`config.mk`:
```
export PLATFORM = sky130hd
export DESIGN_NAME = keyed_record_table
export DESIGN_NICKNAME = d
export VERILOG_FILES = /design/src/hw/rtl/krt_pkg.sv /design/src/hw/rtl/krt_cell.sv /design/src/hw/rtl/krt_ctrl.sv /design/src/hw/rtl/keyed_record_table.sv
export SDC_FILE = /design/constraint.sdc
export NUM_CORES = 2
export LEC_CHECK = 0
export ABC_CLOCK_PERIOD_IN_PS = 242600
export BUFFER_PORTS_ARGS = -buffer_cell sky130_fd_sc_hd__buf_4
export CORE_ASPECT_RATIO = 0.9
export CORE_MARGIN = 1.5
export CORE_UTILIZATION = 40
export CTS_CLUSTER_DIAMETER = 200
export DETAILED_ROUTE_END_ITERATION = 12
export PLACE_DENSITY = 0.57
export REMOVE_ABC_BUFFERS = 1
export SLEW_MARGIN = 20
export SYNTH_ARGS = -nofsm -noshare
export SYNTH_HDL_FRONTEND = slang
export SYNTH_SLANG_ARGS = --single-unit
```
`constraint.sdc`:
```
create_clock -name clk -period 242.6 [get_ports clk]
set_clock_uncertainty 0.15 [all_clocks]
set_input_delay 48.52 -clock clk [delete_from_list [all_inputs] [get_ports clk]]
set_output_delay 48.52 -clock clk [all_outputs]
set_load 0.05 [all_outputs]
```
`src/hw/rtl/krt_pkg.sv`:
```
//------------------------------------------------------------------------------
// krt_pkg
// Shared types and codes for the keyed record table: request and response
// items, the record held in each cell, request and status codes.
//------------------------------------------------------------------------------
`default_nettype none

package krt_pkg;

  localparam logic [1:0] REQ_INSERT = 2'd0;
  localparam logic [1:0] REQ_SEARCH = 2'd1;
  localparam logic [1:0] REQ_UPDATE = 2'd2;
  localparam logic [1:0] REQ_DUMP   = 2'd3;

  localparam logic [2:0] ST_OK        = 3'd0;
  localparam logic [2:0] ST_NOT_FOUND = 3'd1;
  localparam logic [2:0] ST_DUP_KEY   = 3'd2;
  localparam logic [2:0] ST_FULL      = 3'd3;
  localparam logic [2:0] ST_EMPTY     = 3'd4;

  typedef struct packed {
    logic [1:0]         req_type;
    logic signed [31:0] part_key;
    logic signed [31:0] amount;
  } req_t;

  typedef struct packed {
    logic [2:0]         status;
    logic signed [31:0] out_key;
    logic signed [31:0] quantity;
    logic               last;
  } rsp_t;

  typedef struct packed {
    logic signed [31:0] key;
    logic signed [31:0] qty;
  } entry_t;

endpackage

`default_nettype wire

```
`src/hw/rtl/krt_cell.sv`:
```
//------------------------------------------------------------------------------
// krt_cell
// One record slot of the ring: holds a key and a quantity and passes them to
// the next cell on every shift.
//------------------------------------------------------------------------------
`default_nettype none

module krt_cell (
  input  wire logic            clk,
  input  wire logic            shift,
  input  wire krt_pkg::entry_t d,
  output krt_pkg::entry_t      q
);

  krt_pkg::entry_t rec;

  always_ff @(posedge clk) begin
    if (shift) begin
      rec <= d;
    end
  end

  assign q = rec;

endmodule

`default_nettype wire

```
`src/hw/rtl/krt_ctrl.sv`:
```
//------------------------------------------------------------------------------
// krt_ctrl
// Head unit of the ring: walks the records as they leave the last cell,
// places inserts in key order, applies updates, and drives the response item.
//------------------------------------------------------------------------------
`default_nettype none

module krt_ctrl #(
  parameter int DEPTH = 64
) (
  input  wire logic            clk,
  input  wire logic            rst,
  input  wire logic            req_valid,
  output logic                 req_ready,
  input  wire krt_pkg::req_t   req,
  output logic                 rsp_valid,
  input  wire logic            rsp_ready,
  output krt_pkg::rsp_t        rsp,
  input  wire krt_pkg::entry_t head,
  output krt_pkg::entry_t      feed,
  output logic                 shift
);

  localparam int IW = $clog2(DEPTH);
  localparam int CW = $clog2(DEPTH + 1);

  typedef enum logic [3:0] {
    S_IDLE = 4'b0001,
    S_WALK = 4'b0010,
    S_DONE = 4'b0100,
    S_DUMP = 4'b1000
  } st_t;

  st_t                state;
  logic [1:0]         op;
  logic signed [31:0] key_r;
  logic signed [31:0] amt_r;
  logic [IW-1:0]      idx;
  logic [CW-1:0]      count;
  logic               found;
  logic               placed;
  logic               carrying;
  logic               walked;
  krt_pkg::entry_t    carry;
  logic [2:0]         res_status;
  logic signed [31:0] res_qty;
  krt_pkg::rsp_t      out_r;
  logic               out_valid;

  logic               live;
  logic               match;
  logic               greater;
  logic               walk_end;
  logic               slot_free;
  logic               out_load;
  logic signed [32:0] sum;
  logic signed [31:0] sat;
  krt_pkg::rsp_t      done_rsp;

  assign live      = CW'(idx) < count;
  assign match     = live && (head.key == key_r);
  assign greater   = $signed(head.key) > $signed(key_r);
  assign walk_end  = idx == IW'(DEPTH - 1);
  assign slot_free = !out_valid || rsp_ready;
  assign out_load  = (state == S_DONE && slot_free) || (state == S_DUMP && live && slot_free);
  assign sum       = {head.qty[31], head.qty} + {amt_r[31], amt_r};

  always_comb begin
    if (sum[32] != sum[31]) begin
      sat = sum[32] ? 32'sh8000_0000 : 32'sh7fff_ffff;
    end else begin
      sat = sum[31:0];
    end
  end

  always_comb begin
    done_rsp.last    = 1'b1;
    done_rsp.out_key = (op == krt_pkg::REQ_DUMP) ? 32'sd0 : key_r;
    if (!walked) begin
      done_rsp.status = res_status;
    end else if (op == krt_pkg::REQ_INSERT) begin
      done_rsp.status = placed ? krt_pkg::ST_OK : krt_pkg::ST_DUP_KEY;
    end else begin
      done_rsp.status = found ? krt_pkg::ST_OK : krt_pkg::ST_NOT_FOUND;
    end
    if (walked && op == krt_pkg::REQ_INSERT && placed) begin
      done_rsp.quantity = amt_r;
    end else if (walked && found) begin
      done_rsp.quantity = res_qty;
    end else begin
      done_rsp.quantity = 32'sd0;
    end
  end

  always_comb begin
    shift = 1'b0;
    feed  = head;
    unique case (state)
      S_WALK: begin
        shift = 1'b1;
        if (op == krt_pkg::REQ_INSERT) begin
          if (carrying) begin
            feed = carry;
          end else if (!found && !placed && !match && (!live || greater)) begin
            feed.key = key_r;
            feed.qty = amt_r;
          end
        end else if (op == krt_pkg::REQ_UPDATE && match) begin
          feed.qty = sat;
        end
      end
      S_DUMP: begin
        shift = live ? slot_free : 1'b1;
      end
      default: begin
        shift = 1'b0;
      end
    endcase
  end

  always_ff @(posedge clk) begin
    if (rst) begin
      state     <= S_IDLE;
      out_valid <= 1'b0;
      count     <= '0;
    end else begin
      if (out_load) begin
        out_valid <= 1'b1;
      end else if (rsp_ready) begin
        out_valid <= 1'b0;
      end
      unique case (state)
        S_IDLE: begin
          if (req_valid) begin
            op         <= req.req_type;
            key_r      <= req.part_key;
            amt_r      <= req.amount;
            idx        <= '0;
            found      <= 1'b0;
            placed     <= 1'b0;
            carrying   <= 1'b0;
            walked     <= 1'b0;
            res_qty    <= 32'sd0;
            if (req.req_type == krt_pkg::REQ_INSERT && count == CW'(DEPTH)) begin
              res_status <= krt_pkg::ST_FULL;
              state      <= S_DONE;
            end else if (req.req_type == krt_pkg::REQ_DUMP && count == '0) begin
              res_status <= krt_pkg::ST_EMPTY;
              state      <= S_DONE;
            end else if (req.req_type == krt_pkg::REQ_DUMP) begin
              res_status <= krt_pkg::ST_OK;
              state      <= S_DUMP;
            end else begin
              res_status <= krt_pkg::ST_OK;
              state      <= S_WALK;
            end
          end
        end
        S_WALK: begin
          idx <= idx + IW'(1);
          if (op == krt_pkg::REQ_INSERT) begin
            if (carrying) begin
              carry <= head;
            end else if (!found && !placed) begin
              if (match) begin
                found   <= 1'b1;
                res_qty <= head.qty;
              end else if (!live || greater) begin
                placed   <= 1'b1;
                carrying <= 1'b1;
                carry    <= head;
              end
            end
          end else if (match) begin
            found   <= 1'b1;
            res_qty <= (op == krt_pkg::REQ_UPDATE) ? sat : head.qty;
          end
          if (walk_end) begin
            walked <= 1'b1;
            state  <= S_DONE;
          end
        end
        S_DONE: begin
          if (slot_free) begin
            out_r <= done_rsp;
            state <= S_IDLE;
            if (walked && op == krt_pkg::REQ_INSERT && placed) begin
              count <= count + CW'(1);
            end
          end
        end
        S_DUMP: begin
          if (shift) begin
            idx <= idx + IW'(1);
            if (live) begin
              out_r.status   <= krt_pkg::ST_OK;
              out_r.out_key  <= head.key;
              out_r.quantity <= head.qty;
              out_r.last     <= CW'(idx) == count - CW'(1);
            end
            if (walk_end) begin
              state <= S_IDLE;
            end
          end
        end
        default: begin
          state <= S_IDLE;
        end
      endcase
    end
  end

  assign req_ready = state == S_IDLE;
  assign rsp_valid = out_valid;
  assign rsp       = out_r;

endmodule

`default_nettype wire

```
`src/hw/rtl/keyed_record_table.sv`:
```
//------------------------------------------------------------------------------
// keyed_record_table
// Table of signed key / quantity records kept in ascending key order in a
// ring of cells; insert, search, update and sorted dump of all records.
//
//   channel | direction | handshake             | payload
//   req     | in        | req_valid / req_ready | krt_pkg::req_t
//   rsp     | out       | rsp_valid / rsp_ready | krt_pkg::rsp_t
//
// Insert, search and update rotate the ring once, the head unit taking one
// record per cycle, and then register the response item.
// Insert into a full table and dump of an empty table answer without rotating the ring.
// A dump rotates the ring once, holding a live record while the response slot is full.
// Reset clears the fill count and control; record contents need no reset.
//------------------------------------------------------------------------------
`default_nettype none

module keyed_record_table #(
  parameter int DEPTH = 64
) (
  input  wire logic          clk,
  input  wire logic          rst,
  input  wire logic          req_valid,
  output logic               req_ready,
  input  wire krt_pkg::req_t req,
  output logic               rsp_valid,
  input  wire logic          rsp_ready,
  output krt_pkg::rsp_t      rsp
);

  krt_pkg::entry_t ring [DEPTH];
  krt_pkg::entry_t feed;
  logic            shift;

  krt_ctrl #(
    .DEPTH (DEPTH)
  ) u_ctrl (
    .clk       (clk),
    .rst       (rst),
    .req_valid (req_valid),
    .req_ready (req_ready),
    .req       (req),
    .rsp_valid (rsp_valid),
    .rsp_ready (rsp_ready),
    .rsp       (rsp),
    .head      (ring[DEPTH-1]),
    .feed      (feed),
    .shift     (shift)
  );

  krt_cell u_cell0 (
    .clk   (clk),
    .shift (shift),
    .d     (feed),
    .q     (ring[0])
  );

  for (genvar i = 1; i < DEPTH; i++) begin : g_cell
    krt_cell u_cell (
      .clk   (clk),
      .shift (shift),
      .d     (ring[i-1]),
      .q     (ring[i])
    );
  end

endmodule

`default_nettype wire
```
# Word level (Yosys, flattened, before mapping)
# Cells that the tools add are included.
[word_totals] reg_bits=4351
[classes] bitwise_logic=1 add_sub_neg=4 n_mux=68 n_lt_le_gt_ge=2 n_eq_ne=28 n_reduce_logical=41
[op_table] op="$mux 32" n=15
[op_table] op="$mux 64" n=7
[op_table] op="$mux 68" n=3
[op_table] op="$pmux 68 s2" n=1
[op_table] op="$pmux 32 s2" n=1
[op_table] op="$add 32x32->33" n=1
[op_table] op="$eq 32x32->1" n=1
[op_table] op="$gt 32x32->1" n=1
[op_table] op="$mux 4" n=8
[op_table] op="$mux 1" n=20
[op_table] op="$ne 2x1->1 const B" n=9
[op_table] op="$pmux 6 s3" n=1
[op_table] op="$pmux 4 s4" n=1
[op_table] op="$reduce_and 5->1" n=3
[op_table] op="$logic_and 1x1->1" n=13
[op_table] op="$mux 6" n=2
[op_table] op="$reduce_and 4->1" n=3
[op_table] op="$pmux 1 s2" n=5
[op_table] op="$reduce_bool 2->1" n=5
[op_table] op="$mux 3" n=3
[op_table] op="$reduce_and 8->1" n=1
[op_table] op="$add 7x1->7 const B" n=1
[op_table] op="$eq 6x7->1" n=1
[op_table] op="$eq 7x7->1 const B" n=1
[op_table] op="25 further kinds" n=37

# Logic depth before layout (Yosys ltp)
[depth] word_depth=9 depth_mapped=14 depth_no_buf=12

# Hierarchy
# Synthesis repeated with hierarchy kept, for this count alone.
[hier_totals] cells_unflattened=5441 area_unflattened_um2=137074.0
[modules_own_cells] mod="krt_cell" n_inst=64 area_per_inst_um2=1921.8 cells_per_inst=64
[modules_own_cells] mod="krt_ctrl" n_inst=1 area_per_inst_um2=14076.0 cells_per_inst=1345

# Worst setup path before layout
# Ideal clock, no wire load.
[synth_path] kind="input port to flip-flop" start="input port rsp_ready" end="register g_cell[10].u_cell.rec (netlist bit g_cell[10].u_cell.q[0]), enable pin" t_arrival_ns=114.465 path_buffers=0 setup_slack_ns=100.757 stages=4 cell_sequence="nor2b_1 > nand2_1 > nand2_1 > nand2_1"
[synth_between] elab_chain_len=3
[synth_lines] element="from (decl)" line="keyed_record_table.sv:27" source="input wire logic rsp_ready,"
[synth_lines] element="$logic_or 1x1->1" line="krt_ctrl.sv:64" source="assign slot_free = !out_valid || rsp_ready;"
[synth_lines] element="$mux 1" line="krt_ctrl.sv:113" source="shift = live ? slot_free : 1'b1;"
[synth_lines] element="$pmux 1 s2" line="krt_ctrl.sv:98" source="unique case (state)"
[synth_lines] element="net g_cell[10].u_cell.shift" line="krt_cell.sv:10" source="input wire logic shift,"
[synth_lines] element="to (signal assigned)" line="krt_cell.sv:19" source="rec <= d;"
[synth_lines] element="to (decl)" line="krt_cell.sv:15" source="krt_pkg::entry_t rec;"
# The timed path passes the listed nets, and every way through them passes these cells.
# A chain may end at the register's enable or synchronous reset.

# Worst setup path after layout
[layout_path] start="input port rsp_ready" end="register g_cell[43].u_cell.rec (netlist bit g_cell[43].u_cell.q[35]), enable pin"
[layout_between] elab_chain_len=3
[layout_lines] element="$logic_or 1x1->1" line="krt_ctrl.sv:64"
[layout_lines] element="$mux 1" line="krt_ctrl.sv:113"
[layout_lines] element="$pmux 1 s2" line="krt_ctrl.sv:98"
[layout_lines] element="net g_cell[10].u_cell.shift" line="krt_cell.sv:10"
[layout_lines] element="to (signal assigned)" line="krt_cell.sv:19"
[layout_lines] element="to (decl)" line="krt_cell.sv:15"
# The timed path passes the listed nets, and every way through them passes these cells.

==> reports/summary.md <==
The number of buffers inserted for hold repair after clock tree synthesis was 0; the number of failing setup endpoints in the final timing report was 0. The initial cell density of the core came out at 40.2%. The logs give 0 for the count of maximum capacitance violations and 57.2% for the register share of total power.

After routing, the total negative slack on setup checks comes to 0 ns. The tools report the master cell of the clock root buffer as clkbuf_16. Post-synthesis sequential element count: 4350. The first detailed-routing pass took 5 iterations.

The total die area came out at 0.348 mm^2. The run gives 0.00775 mV as the worst supply voltage drop on vdd. The global-route wire length before repair was 328000 um.

The worst setup path is captured at a register. The run gives 0.849 as the final weighted congestion in routability-driven placement. The run gives 6234 as the net count of the finished layout. Cell accounting for the most synthesized area: edfxtp_1. The cell that appears most often on the critical path is buf_4.

The flow ran to the end, and the final reports show no timing, DRC or antenna violations. Cells with a size suffix above 1 make up 13.1% of the layout. The number of enable-type register cells in the synthesized netlist came out at 4338. Net switching is 20.8% of the power. The count of H-tree levels built during CTS was 5; the area added between synthesis and finish was 14.8%.

The final instance area came out at 0.158 mm^2. The transition time of the tightest slew-check pin is 1.14 ns. The first routing iteration left 5663 violations.

In this run the power density over the cells is 10.1 mW/mm^2. Broken down by cell family, the worst path's largest delay share belongs to buffers and inverters. The critical path goes through buf_4, nor2b_1, nand2_1, nand2_1, nand2_4, buf_4, buf_4, buf_4, buf_4, buf_4, buf_6, buf_4, buf_4, buf_4. In this run, post-CTS repair resized a total of 0 instances. For the worst setup path, the data required time is 242.99 ns.

Total DRC errors in the routed layout: 0. By area the synthesized netlist is led by edfxtp_1, ha_1, o21ai_0, nand2_1, a21oi_1. The clock passes through at most 4 buffers. TritonCTS built the clock tree. Once layout is complete, the utilization of the core stands at 46.1%.

After synthesis, the largest family of logic cells by area is compound AO/OA/AOI/OAI gates. For the overall via count from detail_route, the log shows 52100. In the synthesized netlist the async set-or-reset flop fraction comes to 0%. In this run the tool buffered the top-level ports with 139 buffer cells. The worst path meets setup with 185.78 ns of slack. Yosys instantiated no cell more often than edfxtp_1.

Number of cell rows: 204. Xor/xnor share of the synthesized area: 0.267%. After synthesis, the share of cell area in mux cells is 0.0218%. The routed design has 215000 um of wire. The critical path is of the input pin to register type. The top flip-flop cell by instance count after synthesis is edfxtp_1.

The via density per instance is 4.75, and the top cell type's share of synthesized area is 94.6%. The run gives 17.6 MHz as the fmax. The number of different library cells used by synthesis comes to 73.

The HPWL after detailed placement is 114000 um. The core footprint was 0.343 mm^2; the final critical path time including I/O delays and setup was 56.82 ns. The total number of yosys warnings came out at 0. The post-place instance area was 0.145 mm^2. After the flow finishes, the layout carries non-filler instances totaling 11000.

The wire length per cell after detailed routing is 19.6 um, and the buffer and inverter count on the worst path is 10. The logs give 10200 for the count of placed standard cells including taps and 3.7% for the share of power burned in combinational logic. The run gives 0 as the buffers inserted during post-CTS setup optimization. The fraction of the mapped netlist area in compound gates was 2.33%. Counting every sink on the clock net gives 4350. The portion of total power attributed to the clock network was 39.1%. Once detail routing completed, the nets flagged for antenna violations numbered 0. The design draws 1.60 mW. The area share of fa/ha/maj cells after synthesis is 0.678%, and the simple-gate portion of the synthesized area is 1.45%. Buffers inserted during clock tree synthesis total 407. The sequential element share of the synthesized area was 94.8%; the via count of the first global-routing pass was 50600. The die is 621 um wide. The combined global-route utilization of all metal layers was 12.2%; the largest net degree at the start of global routing was 216. The analysis attributes to cell leakage a power of 49.8 nW. The largest driver fanout on the critical path is 90.

The largest individual stage delay along the critical path comes from the cell buf_4. The number of slew-limit violations in the final report is 0. Across all hold checks on the routed design, the worst slack comes to 0.239 ns. During I/O placement, the number of pins put on the boundary was 140.

The die is 560 um tall. The post-route clock period utilization was 23.4%; the placement-stage worst setup slack was 183.90 ns. The post-synthesis cell count is 5559.

The worst hold path class is register to register. The number of antenna violations at the first check in global routing was 9; the clock input transition at the sequential cells of the worst setup and hold paths was 0.06 ns. Setup repair after global routing left no endpoint under its margin. The combined area of all synthesized cells is 0.138 mm^2.

The largest stage delay on the critical path was 0.93 ns. The logs give 1.27 mW for the internal power summed over all cells and 0.93 ns for the clock latency at the later pin of the worst-skew pair. Final hold violation count: 0. After synthesis, the most frequently instantiated cells are edfxtp_1, nand2_1, o21ai_0. STA classifies the critical path startpoint as an input pin. Measured against its own limit, the worst slew margin works out to 24.0%. A synthesized cell averages 24.8 um^2. STA puts the critical path data arrival time at 57.21 ns. Summed over all layers, the global routing overflow is 0. For this design the total switching power over the nets is 0.333 mW.
==> cell usage in the layout (no fill, tap or decap), drive strengths merged, types with 17 or more instances in the layout <==
| cell type | Yosys | routed |
|---|---|---|
| o22ai | 34 | 34 |
| bufinv | 0 | 44 |
| inv | 59 | 78 |
| a2bb2oi | 35 | 35 |
| nor3 | 17 | 17 |
| clkinv | 0 | 177 |
| nor2 | 78 | 78 |
| ha | 73 | 73 |
| xnor2 | 26 | 26 |
| and3 | 41 | 41 |
| edfxtp | 4338 | 4338 |
| o211ai | 30 | 30 |
| a22oi | 19 | 19 |
| clkbuf | 68 | 492 |
| nand2 | 216 | 216 |
| nand4 | 17 | 17 |
| a21o | 17 | 17 |
| a21oi | 135 | 135 |
| buf | 22 | 212 |
| o21ai | 167 | 167 |
==> cell families (layout without fill, tap and decap cells) <==
family | Yosys count | in the layout
other | 0 | 1
xor gates and xnor gates | 42 | 42
buffers and inverters | 149 | 1016
muxes | 3 | 3
and+or+nand+nor | 433 | 433
adders and majority gates | 74 | 74
DFF | 4350 | 4350
AOI/OAI and AO/OA | 508 | 508
==> power by group through the flow <==
| stage | combinational [mW] | clock [mW] | sequential (mW) |
|---|---|---|---|
| floorplan | 0.0379 | 0 | 1.27 |
| global placement | 0.0580 | 0 | 0.930 |
| detailed placement | 0.0602 | 0 | 0.930 |
| CTS | 0.0599 | 0.646 | 0.917 |
| global route | 0.0659 | 0.674 | 0.920 |
| finish | 0.0596 | 0.625 | 0.915 |
==> cell type report <==
| cell class | count | area, um^2 |
|---|---|---|
| Clock buffer | 492 | 10600 |
| Timing Repair Buffer | 212 | 1790 |
| Multi-Input combinational cell | 1060 | 6610 |
| Antenna cell | 1 | 2.50 |
| Fill cell | 27800 | 185000 |
| Inverter | 59 | 221 |
| Clock inverter | 253 | 2600 |
| Sequential cell | 4350 | 131000 |
| Tap cell | 4532 | 5670 |
==> worst paths after layout <==
check	to	startpoint	slack, ns	cells past startpoint
min reg2reg	g_cell[17].u_cell.q[52]	g_cell[16].u_cell.q[52]	0.24	0
max reg2reg	g_cell[43].u_cell.q[35]	u_ctrl.count[3]	232.02	18
max	g_cell[43].u_cell.q[35]	rsp_ready	185.78	14
min	g_cell[17].u_cell.q[52]	g_cell[16].u_cell.q[52]	0.24	0
==> worst reg2reg max path: stages, from the launching register on <==
cell      delay [ns]
dfxtp_1         0.47
inv_1           0.15
ha_1            0.32
a21o_1          0.11
nand2_1         0.05
a311oi_1        0.36
nor2_1          0.14
nand2_1         0.09
nand2_1         0.12
nand2_4         0.72
buf_4           0.59
buf_4           0.81
buf_4           0.78
buf_4           0.97
buf_4           0.96
buf_6           0.73
buf_4           0.81
buf_4           0.95
buf_4           0.90
==> state kept, by name, summed over array words and instances (netlist names), 7 cells and up <==
name	cells
g_cell.u_cell.q	4032
u_ctrl.rsp	68
u_cell0.q	64
u_ctrl.carry	64
u_ctrl.amt_r	32
u_ctrl.key_r	32
u_ctrl.res_qty	32
u_ctrl.count	7
==> per-layer routing <==
metal  vias to the layer above  global-route usage [%]  part of all wire (%)
met5                         -                       0                     0
met1                     27000                    18.9                    47
met3                       419                    2.04                   5.2
li1                      23400                       -                     -
met4                         0                    3.93                   2.8
met2                      1314                    17.6                    45
Power figures use the tool's default switching activity.
